--- src/design/stop_and_wait_datagram_link_assert.svh ---
// Assertion macros shared by the stop-and-wait datagram link RTL.
// Define ASSERT_OFF to compile every check away; no other dependencies.
`ifndef STOP_AND_WAIT_DATAGRAM_LINK_ASSERT_SVH
`define STOP_AND_WAIT_DATAGRAM_LINK_ASSERT_SVH
`ifndef ASSERT_OFF
// Same-cycle implication, disabled while reset is asserted.
`define SWDL_ASSERT_IMP(label, clk, rst_n, ante, cons, msg) \
	label: assert property (@(posedge clk) disable iff (!rst_n) (ante) |-> (cons)) \
		else $error(msg);
// Next-cycle implication, disabled while reset is asserted.
`define SWDL_ASSERT_NXT(label, clk, rst_n, ante, cons, msg) \
	label: assert property (@(posedge clk) disable iff (!rst_n) (ante) |=> (cons)) \
		else $error(msg);
`else
`define SWDL_ASSERT_IMP(label, clk, rst_n, ante, cons, msg)
`define SWDL_ASSERT_NXT(label, clk, rst_n, ante, cons, msg)
`endif
`endif

--- src/design/swdl_pkg.sv ---
// Shared types and codes for the stop-and-wait datagram link.
// No dependencies; used by swdl_buf and stop_and_wait_datagram_link.
`timescale 1ns / 1ps
package swdl_pkg;

	// Event kinds carried on s_tuser.
	localparam logic [2:0] KIND_DGRAM = 3'd0;
	localparam logic [2:0] KIND_SEND  = 3'd1;
	localparam logic [2:0] KIND_OPEN  = 3'd2;
	localparam logic [2:0] KIND_TICK  = 3'd3;
	localparam logic [2:0] KIND_READ  = 3'd4;

	// Header type byte of a received datagram.
	localparam logic [7:0] DT_DATA  = 8'd0;
	localparam logic [7:0] DT_ACK   = 8'd1;
	localparam logic [7:0] DT_HELLO = 8'd2;

	// Type of a datagram to transmit.
	localparam logic [1:0] TX_DATA  = 2'd0;
	localparam logic [1:0] TX_ACK   = 2'd1;
	localparam logic [1:0] TX_HELLO = 2'd2;

	// Result status codes.
	localparam logic [1:0] ST_NONE    = 2'd0;
	localparam logic [1:0] ST_ACKED   = 2'd1;
	localparam logic [1:0] ST_GAVE_UP = 2'd2;
	localparam logic [1:0] ST_BUSY    = 2'd3;

	// Configuration register indexes.
	localparam logic [2:0] CFG_PEER_ADDRESS     = 3'd0;
	localparam logic [2:0] CFG_OWN_UDP          = 3'd1;
	localparam logic [2:0] CFG_PEER_UDP         = 3'd2;
	localparam logic [2:0] CFG_RETRANSMIT_TICKS = 3'd3;
	localparam logic [2:0] CFG_MAX_TRIES        = 3'd4;

	localparam logic [31:0] RETRANSMIT_TICKS_RST = 32'd25000000;
	localparam logic [7:0]  MAX_TRIES_RST        = 8'd200;
	localparam logic [15:0] HEADER_BYTES         = 16'd5;

	localparam int DEF_BUFFER_BYTES = 16384;
	localparam int DEF_CHUNK_BYTES  = 1024;

	// Input payload, last declared field (src_ip) in the lowest bits.
	typedef struct packed {
		logic [15:0] request_length;
		logic [31:0] dgram_seq;
		logic [7:0]  dgram_type;
		logic [15:0] dgram_length;
		logic [15:0] dst_udp;
		logic [15:0] src_udp;
		logic [31:0] src_ip;
	} in_item_t;

	// Result payload, last declared field (tx_valid) in the lowest bits, padded to whole bytes.
	typedef struct packed {
		logic        pad;
		logic [1:0]  status;
		logic [14:0] read_count;
		logic [13:0] read_offset;
		logic [10:0] store_length;
		logic [13:0] store_offset;
		logic        store_valid;
		logic [10:0] tx_payload_length;
		logic [31:0] tx_sequence;
		logic [1:0]  tx_type;
		logic        tx_valid;
	} result_t;

	// Commands from the protocol logic to the receive buffer pointers.
	typedef struct packed {
		logic        store_en;
		logic [10:0] store_len;
		logic        read_en;
		logic [15:0] read_len;
	} buf_cmd_t;

endpackage

--- src/design/swdl_buf.sv ---
// Receive buffer bookkeeping: write and read pointers into external memory.
// Depends on swdl_pkg and the shared assertion macro header.
`timescale 1ns / 1ps
`include "stop_and_wait_datagram_link_assert.svh"
module swdl_buf
	import swdl_pkg::*;
#(
	parameter int BUFFER_BYTES = DEF_BUFFER_BYTES,
	localparam int PTR_W = $clog2(BUFFER_BYTES + 1)
) (
	input  logic             clk,
	input  logic             arst_n,
	input  buf_cmd_t         cmd,
	output logic [PTR_W-1:0] room,
	output logic [13:0]      wr_offset,
	output logic [13:0]      rd_offset,
	output logic [14:0]      rd_count
);

	logic [PTR_W-1:0] wr_q;
	logic [PTR_W-1:0] rd_q;
	logic [PTR_W-1:0] avail;
	logic [PTR_W-1:0] rd_grant;
	logic [PTR_W-1:0] rd_next;

	// The write pointer never passes the buffer size, so room never goes negative.
	assign room      = PTR_W'(BUFFER_BYTES) - wr_q;
	assign avail     = (wr_q > rd_q) ? (wr_q - rd_q) : '0;
	assign rd_grant  = (32'(avail) < 32'(cmd.read_len)) ? avail : PTR_W'(cmd.read_len);
	assign rd_next   = rd_q + rd_grant;
	assign wr_offset = 14'(wr_q);
	assign rd_offset = (avail != '0) ? 14'(rd_q) : '0;
	assign rd_count  = (avail != '0) ? 15'(rd_grant) : '0;

	always_ff @(posedge clk or negedge arst_n) begin
		if (!arst_n) begin
			wr_q <= '0;
			rd_q <= '0;
		end else if (cmd.store_en) begin
			wr_q <= wr_q + PTR_W'(cmd.store_len);
		end else if (cmd.read_en && avail != '0) begin
			// A read that drains the buffer rewinds both pointers to the start.
			if (rd_next == wr_q) begin
				wr_q <= '0;
				rd_q <= '0;
			end else begin
				rd_q <= rd_next;
			end
		end
	end

	`SWDL_ASSERT_IMP(a_rd_not_past_wr, clk, arst_n, 1'b1, rd_q <= wr_q, "read pointer passed write pointer")
	`SWDL_ASSERT_IMP(a_wr_in_buffer, clk, arst_n, 1'b1, 32'(wr_q) <= 32'(BUFFER_BYTES), "write pointer beyond buffer")
	`SWDL_ASSERT_IMP(a_store_fits, clk, arst_n, cmd.store_en, 32'(cmd.store_len) <= 32'(room), "store without room")

endmodule

--- src/design/stop_and_wait_datagram_link.sv ---
// Stop-and-wait reliable stream engine over datagrams.
// Each result is registered and appears in the cycle after its event transfer.
// Throughput: one event per clock while results are taken; while a result is held,
// s_tready follows m_tready. arst_n clears all protocol state and the result valid
// and loads the register defaults (retransmit ticks 25000000, max tries 200).
// Depends on swdl_pkg, swdl_buf and the shared assertion macro header.
`timescale 1ns / 1ps
`include "stop_and_wait_datagram_link_assert.svh"
module stop_and_wait_datagram_link
	import swdl_pkg::*;
#(
	parameter int BUFFER_BYTES = DEF_BUFFER_BYTES,
	parameter int CHUNK_BYTES  = DEF_CHUNK_BYTES,
	localparam int PTR_W = $clog2(BUFFER_BYTES + 1)
) (
	input  logic         clk,
	input  logic         arst_n,
	input  logic         s_tvalid,
	output logic         s_tready,
	// src_ip, src_udp, dst_udp, dgram_length, dgram_type, dgram_seq, request_length
	input  logic [135:0] s_tdata,
	// kind
	input  logic [2:0]   s_tuser,
	output logic         m_tvalid,
	input  logic         m_tready,
	// tx_valid, tx_type, tx_sequence, tx_payload_length, store_valid, store_offset,
	// store_length, read_offset, read_count, status, then one zero pad bit
	output logic [103:0] m_tdata,
	input  logic         cfg_we,
	input  logic [2:0]   cfg_index,
	input  logic [31:0]  cfg_data
);

	in_item_t in_item;
	result_t  res;
	result_t  res_q;
	logic     m_tvalid_q;
	logic     take;

	logic [31:0] peer_address_q;
	logic [15:0] own_udp_q;
	logic [15:0] peer_udp_q;
	logic [31:0] retransmit_ticks_q;
	logic [7:0]  max_tries_q;

	logic [31:0] send_seq_q, send_seq_d;
	logic        awaiting_q, awaiting_d;
	logic        is_hello_q, is_hello_d;
	logic [10:0] pending_len_q, pending_len_d;
	logic [31:0] elapsed_q, elapsed_d;
	logic [7:0]  sends_q, sends_d;
	logic [31:0] rx_expected_q, rx_expected_d;

	buf_cmd_t         buf_cmd;
	logic [PTR_W-1:0] room;
	logic [13:0]      wr_offset;
	logic [13:0]      rd_offset;
	logic [14:0]      rd_count;

	logic        dg_match;
	logic [15:0] data_len;
	logic [10:0] send_len;
	logic        timed_out;

	assign in_item  = in_item_t'(s_tdata);
	assign s_tready = !m_tvalid_q || m_tready;
	assign take     = s_tvalid && s_tready;
	assign m_tvalid = m_tvalid_q;
	assign m_tdata  = res_q;

	assign dg_match = (in_item.src_ip == peer_address_q) && (in_item.src_udp == peer_udp_q)
		&& (in_item.dst_udp == own_udp_q) && (in_item.dgram_length >= HEADER_BYTES);
	assign data_len  = in_item.dgram_length - HEADER_BYTES;
	assign send_len  = (in_item.request_length < 16'(CHUNK_BYTES))
		? in_item.request_length[10:0] : 11'(CHUNK_BYTES);
	assign timed_out = ({1'b0, elapsed_q} + 33'd1) >= {1'b0, retransmit_ticks_q};

	swdl_buf #(
		.BUFFER_BYTES(BUFFER_BYTES)
	) u_buf (
		.clk      (clk),
		.arst_n   (arst_n),
		.cmd      (buf_cmd),
		.room     (room),
		.wr_offset(wr_offset),
		.rd_offset(rd_offset),
		.rd_count (rd_count)
	);

	always_comb begin
		res           = '0;
		buf_cmd       = '0;
		send_seq_d    = send_seq_q;
		awaiting_d    = awaiting_q;
		is_hello_d    = is_hello_q;
		pending_len_d = pending_len_q;
		elapsed_d     = elapsed_q;
		sends_d       = sends_q;
		rx_expected_d = rx_expected_q;
		unique case (s_tuser)
			KIND_DGRAM: begin
				if (dg_match && in_item.dgram_type == DT_ACK) begin
					if (awaiting_q && in_item.dgram_seq == send_seq_q) begin
						awaiting_d = 1'b0;
						is_hello_d = 1'b0;
						res.status = ST_ACKED;
					end
				end else if (dg_match && in_item.dgram_type == DT_DATA) begin
					if (in_item.dgram_seq == rx_expected_q) begin
						// In-order data is taken only whole; otherwise the peer retries.
						if (data_len != '0 && data_len <= 16'(CHUNK_BYTES)
							&& 32'(data_len) <= 32'(room)) begin
							buf_cmd.store_en  = take;
							buf_cmd.store_len = data_len[10:0];
							res.store_valid   = 1'b1;
							res.store_offset  = wr_offset;
							res.store_length  = data_len[10:0];
							rx_expected_d     = rx_expected_q + 32'd1;
							res.tx_valid      = 1'b1;
							res.tx_type       = TX_ACK;
							res.tx_sequence   = in_item.dgram_seq;
						end
					end else if (in_item.dgram_seq == rx_expected_q - 32'd1) begin
						// Our earlier ACK was lost: acknowledge the repeat again.
						res.tx_valid    = 1'b1;
						res.tx_type     = TX_ACK;
						res.tx_sequence = in_item.dgram_seq;
					end
				end
			end
			KIND_SEND: begin
				if (awaiting_q) begin
					res.status = ST_BUSY;
				end else if (send_len != '0) begin
					send_seq_d            = send_seq_q + 32'd1;
					awaiting_d            = 1'b1;
					is_hello_d            = 1'b0;
					pending_len_d         = send_len;
					elapsed_d             = '0;
					sends_d               = 8'd1;
					res.tx_valid          = 1'b1;
					res.tx_type           = TX_DATA;
					res.tx_sequence       = send_seq_q + 32'd1;
					res.tx_payload_length = send_len;
				end
			end
			KIND_OPEN: begin
				if (awaiting_q) begin
					res.status = ST_BUSY;
				end else begin
					send_seq_d      = '0;
					awaiting_d      = 1'b1;
					is_hello_d      = 1'b1;
					pending_len_d   = '0;
					elapsed_d       = '0;
					sends_d         = 8'd1;
					res.tx_valid    = 1'b1;
					res.tx_type     = TX_HELLO;
					res.tx_sequence = '0;
				end
			end
			KIND_TICK: begin
				if (awaiting_q && timed_out) begin
					elapsed_d = '0;
					if (sends_q >= max_tries_q) begin
						awaiting_d = 1'b0;
						is_hello_d = 1'b0;
						res.status = ST_GAVE_UP;
					end else begin
						sends_d               = sends_q + 8'd1;
						res.tx_valid          = 1'b1;
						res.tx_type           = is_hello_q ? TX_HELLO : TX_DATA;
						res.tx_sequence       = send_seq_q;
						res.tx_payload_length = is_hello_q ? 11'd0 : pending_len_q;
					end
				end else if (awaiting_q) begin
					elapsed_d = elapsed_q + 32'd1;
				end
			end
			KIND_READ: begin
				buf_cmd.read_en  = take;
				buf_cmd.read_len = in_item.request_length;
				res.read_offset  = rd_offset;
				res.read_count   = rd_count;
			end
			default: begin
			end
		endcase
	end

	always_ff @(posedge clk or negedge arst_n) begin
		if (!arst_n) begin
			send_seq_q    <= '0;
			awaiting_q    <= 1'b0;
			is_hello_q    <= 1'b0;
			pending_len_q <= '0;
			elapsed_q     <= '0;
			sends_q       <= '0;
			rx_expected_q <= '0;
		end else if (take) begin
			send_seq_q    <= send_seq_d;
			awaiting_q    <= awaiting_d;
			is_hello_q    <= is_hello_d;
			pending_len_q <= pending_len_d;
			elapsed_q     <= elapsed_d;
			sends_q       <= sends_d;
			rx_expected_q <= rx_expected_d;
		end
	end

	always_ff @(posedge clk or negedge arst_n) begin
		if (!arst_n) begin
			m_tvalid_q <= 1'b0;
		end else if (take) begin
			m_tvalid_q <= 1'b1;
		end else if (m_tready) begin
			m_tvalid_q <= 1'b0;
		end
	end

	always_ff @(posedge clk) begin
		if (take) begin
			res_q <= res;
		end
	end

	always_ff @(posedge clk or negedge arst_n) begin
		if (!arst_n) begin
			peer_address_q     <= '0;
			own_udp_q          <= '0;
			peer_udp_q         <= '0;
			retransmit_ticks_q <= RETRANSMIT_TICKS_RST;
			max_tries_q        <= MAX_TRIES_RST;
		end else if (cfg_we) begin
			unique case (cfg_index)
				CFG_PEER_ADDRESS:     peer_address_q     <= cfg_data;
				CFG_OWN_UDP:          own_udp_q          <= cfg_data[15:0];
				CFG_PEER_UDP:         peer_udp_q         <= cfg_data[15:0];
				CFG_RETRANSMIT_TICKS: retransmit_ticks_q <= cfg_data;
				CFG_MAX_TRIES:        max_tries_q        <= cfg_data[7:0];
				default: begin
				end
			endcase
		end
	end

	`SWDL_ASSERT_IMP(a_hello_needs_wait, clk, arst_n, is_hello_q, awaiting_q,
		"HELLO flag set with nothing outstanding")
	`SWDL_ASSERT_IMP(a_sends_counted, clk, arst_n, awaiting_q, sends_q != 8'd0,
		"outstanding datagram with zero sends")
	`SWDL_ASSERT_NXT(a_busy_reject, clk, arst_n, take && s_tuser == KIND_SEND && awaiting_q,
		m_tvalid && res_q.status == ST_BUSY, "send while outstanding not rejected")

endmodule
--- config.mk ---
export PLATFORM = sky130hd
export DESIGN_NAME = stop_and_wait_datagram_link
export DESIGN_NICKNAME = d
export VERILOG_FILES = /design/src/design/swdl_pkg.sv /design/src/design/swdl_buf.sv /design/src/design/stop_and_wait_datagram_link.sv
export VERILOG_INCLUDE_DIRS = /design/src /design/src/design
export SDC_FILE = /design/constraint.sdc
export NUM_CORES = 1
export LEC_CHECK = 0
export BUFFER_PORTS_ARGS = -buffer_cell sky130_fd_sc_hd__buf_4
export CAP_MARGIN = 40
export CORE_MARGIN = 3
export CORE_UTILIZATION = 60
export CTS_BUF_LIST = sky130_fd_sc_hd__clkbuf_4 sky130_fd_sc_hd__clkbuf_8 sky130_fd_sc_hd__clkbuf_16
export DETAILED_ROUTE_END_ITERATION = 10
export HOLD_SLACK_MARGIN = 0.15
export PLACE_DENSITY = 0.93
export SLEW_MARGIN = 20
export SYNTH_ARGS = -nofsm -noshare
export SYNTH_HDL_FRONTEND = slang
export SYNTH_SLANG_ARGS = --single-unit
export TNS_END_PERCENT = 10
--- constraint.sdc ---
create_clock -name clk -period 8.48 [get_ports clk]
set_input_delay 0.424 -clock clk [delete_from_list [all_inputs] [get_ports clk]]
set_output_delay 0.424 -clock clk [all_outputs]
set_load 0.005 [all_outputs]
==> flow_metrics.tcl <==
set metrics [dict create \
    worstPathRequired_ps 8910 \
    grt-busiest-layer "met2" \
    timing.critical_path.buf_inv 1 \
    area_delta_synth_final_pct 19.8 \
    filler_cell_count 2528 \
    p_sw_share_pct 37.8 \
    grtUsageTotal_pct 40.9 \
    min_period_ps 7890 \
    cpMostUsedCell "ha_1" \
    seq_power_share_pct 30.9 \
    io_buffers 283 \
    fp.dieH_um 206 \
    layout_common_cells "312 x buf_4, 237 x dfrtp_1, 199 x nand2_1" \
    yosysTopAreaCell "dfrtp_1" \
    syn_inst 2563 \
    cts_tree "yes" \
    leakage_nw 12.5 \
    drive_gt1_share_pct 20.0 \
    path_max_fanout 9 \
    fmax_ghz 0.127 \
    yosysWarnings 0 \
    globalplace.congestion 0.999 \
    power.total_mw 7.05 \
    dieArea_sq_um 42300 \
    path_delay_family "compound AO/OA/AOI/OAI gates" \
    place_inst 3272 \
    synthTopCellsByArea "dfrtp_1 25%, edfxtp_1 13%, ha_1 6.3%" \
    clock_sinks 355 \
    clock_skew_ps 42.9 \
    p_clk_share_pct 28.3 \
    start_kind "flop" \
    setup_ws_ps 595 \
    first_global_vias 22775 \
    htree_num_levels 2 \
    path_clk_slew_ps 70 \
    clk_path_buf_depth 3 \
    peakVddDrop_mv 0.243 \
    synth-main-ff-cell "dfrtp_1" \
    hpwl_mm 59.3 \
    cts_setup_buffers 0 \
    ys_ff_latch 355 \
    grt_max_degree 112 \
    rsz0062_at_grt "no" \
    post-route-period-util_pct 93.0 \
    fp.coreArea_sq_um 39000 \
    cap_viol_max_count 0 \
    hold_path_class "input port to flop" \
    die_w_um 206 \
    slowest_delay_ps 690 \
    worst_pin_slew_ps 930 \
    ant_nets 0 \
    first_pass_iters 6 \
    rows 72 \
    grt_pass1_wl_mm 133 \
    power_density_nw_per_um2 246 \
    via_count 23257 \
    grt.overflow.total 0 \
    grt_use_met1_pct 50.8 \
    syn_nets 2865 \
    finalSetupViolations 0 \
    grtUsageMet2_pct 63.4 \
    async_reset_ff_share_pct 71.0 \
    cts_buffers 39 \
    initial_core_util_pct 61.3 \
    status "completed" \
    setup_tns_ps 0 \
    p_comb_share_pct 40.9 \
    finalMaxSlewViolations 0 \
    cp_slowest_cell "dfrtp_1" \
    drcViolationCount 0 \
    syn_area_per_cell_sq_um 9.33 \
    crit_type "flop to flop" \
    synth_edf_count 103 \
    switching_power_mw 2.66 \
    grt_antenna_before_repair 6 \
    cp.arrival_ps 8320 \
    internal_power_mw 4.39 \
    clock_latency_ps 600 \
    drt-total-wl_mm 87.7 \
    netlist_area_sq_um 23900 \
    dp_slack_ps 97.1 \
    final_common_cell "buf_4" \
    end_kind "flop" \
    yosysSeqAreaShare_pct 39.4 \
    grt.met3_usage_pct 11.1 \
    drt-initial-drc-count 2896 \
    io_pins 285 \
    drt-wirelength-per-cell_um 25.8 \
    slew_headroom_pct 38.0 \
    final_cells 3396 \
    vias_per_cell 6.85 \
    synth_top_area_share_pct 24.8 \
    final_hold_viol_count 0 \
    root_buffer "clkbuf_16" \
    synth_cell_type_count 86 \
    fin_nets 3145 \
]
[registers in the layout (all words and copies together) (netlist names)]
register	count
awaiting_q	1
elapsed_q	32
is_hello_q	1
m_tdata	103
m_tvalid	1
max_tries_q	8
own_udp_q	16
peer_address_q	32
peer_udp_q	16
pending_len_q	11
retransmit_ticks_q	32
rx_expected_q	32
send_seq_q	32
sends_q	8
u_buf.rd_q	15
u_buf.wr_q	15
[final timing paths]
check,start,endpoint,slack (ps),cells after the start
worst max-delay path,u_buf.wr_q[7],u_buf.wr_q[11],590,27
worst min-delay path,s_tdata[129],pending_len_q[9],190,3
worst max register to register,u_buf.wr_q[7],u_buf.wr_q[11],590,27
worst min register to register,pending_len_q[3],pending_len_q[3],510,1
max in group asynchronous,arst_n,max_tries_q[7],6540,4
min in group asynchronous,arst_n,send_seq_q[30],490,2
[tightest hold or removal path: stages]
cell and delay [ps]:
buf_4 120, nand3_1 80, o21ai_0 90
[layout make-up]
type | count | area [sq um] | share of cell area, %
multi-input combinational | 1931 | 13500 | 47.2
sequential | 355 | 9420 | 32.9
timing repair buffer | 373 | 3040 | 10.6
clock buffer | 50 | 1080 | 3.78
tap | 518 | 648 | 2.26
inverter | 143 | 539 | 1.88
clock inverter | 22 | 384 | 1.34
antenna | 4 | 10.0 | 0.0350
[per-layer routing]
| metal | wire length, um | vias to the layer above | part of all wire, % |
|---|---|---|---|
| li1 | - | 9856 | - |
| met1 | 31500 | 10976 | 36 |
| met2 | 39000 | 1907 | 45 |
| met3 | 10400 | 514 | 12 |
| met4 | 6730 | 4 | 7.7 |
| met5 | 28 | - | 0.032 |
[metrics by stage]
stage                     area [sq um]  util [%]  hold slack, ps
final                            28600      73.4             193
after global routing             28600      73.4             202
after CTS                        28500      73.1             169
after detailed placement         26600      68.2             493
after global placement           26400      67.7             468
after floorplan                  23900         -             128
[power by group through the flow]
stage          Sequential, mW  Clock, mW  Combinational [mW]
6_report                 2.18       1.99                2.88
5_1_grt                  2.18       2.06                3.08
4_1_cts                  2.15       1.97                2.72
3_5_place_dp             2.17          0                2.66
3_3_place_gp             2.16          0                2.59
2_1_floorplan            2.12          0                1.89
[what timing repair did]
item | CTS | global route
setup endpoints to repair | 0 | 30
hold buffers | 42 | 0
resized for setup | 0 | 8
hold endpoints to repair | 192 | 0
[cells in the mapped netlist, drive strengths merged, types with 12 or more instances]
cell type,count
xor2,108
and4,13
nor2b,25
a21oi,88
or3,36
and2,41
nand4,88
nand2b,19
mux2,102
nor2,160
a31oi,24
buf,13
nand2,199
a22o,20
and3,42
inv,143
a211oi,21
edfxtp,103
o211ai,35
nor3,66
a31o,14
a21o,29
ha,120
nand3,110
xnor2,157
clkbuf,121
nor3b,12
dfrtp,237
o21ai,158
dfstp,15
nor4,54
o21a,12
o22ai,14
[logic make-up after synthesis]
group	after synthesis	synth area share (%)
buffers and inverters	277	4.46
AO/OA/AOI/OAI	505	13.8
other	1	0.0157
XOR/XNOR	272	10.4
AND/OR/NAND/NOR	917	20.1
flip-flops	355	39.4
adder cells (fa/ha/maj)	123	6.53
multiplexers	113	5.27
Power figures use the tool's default switching activity.
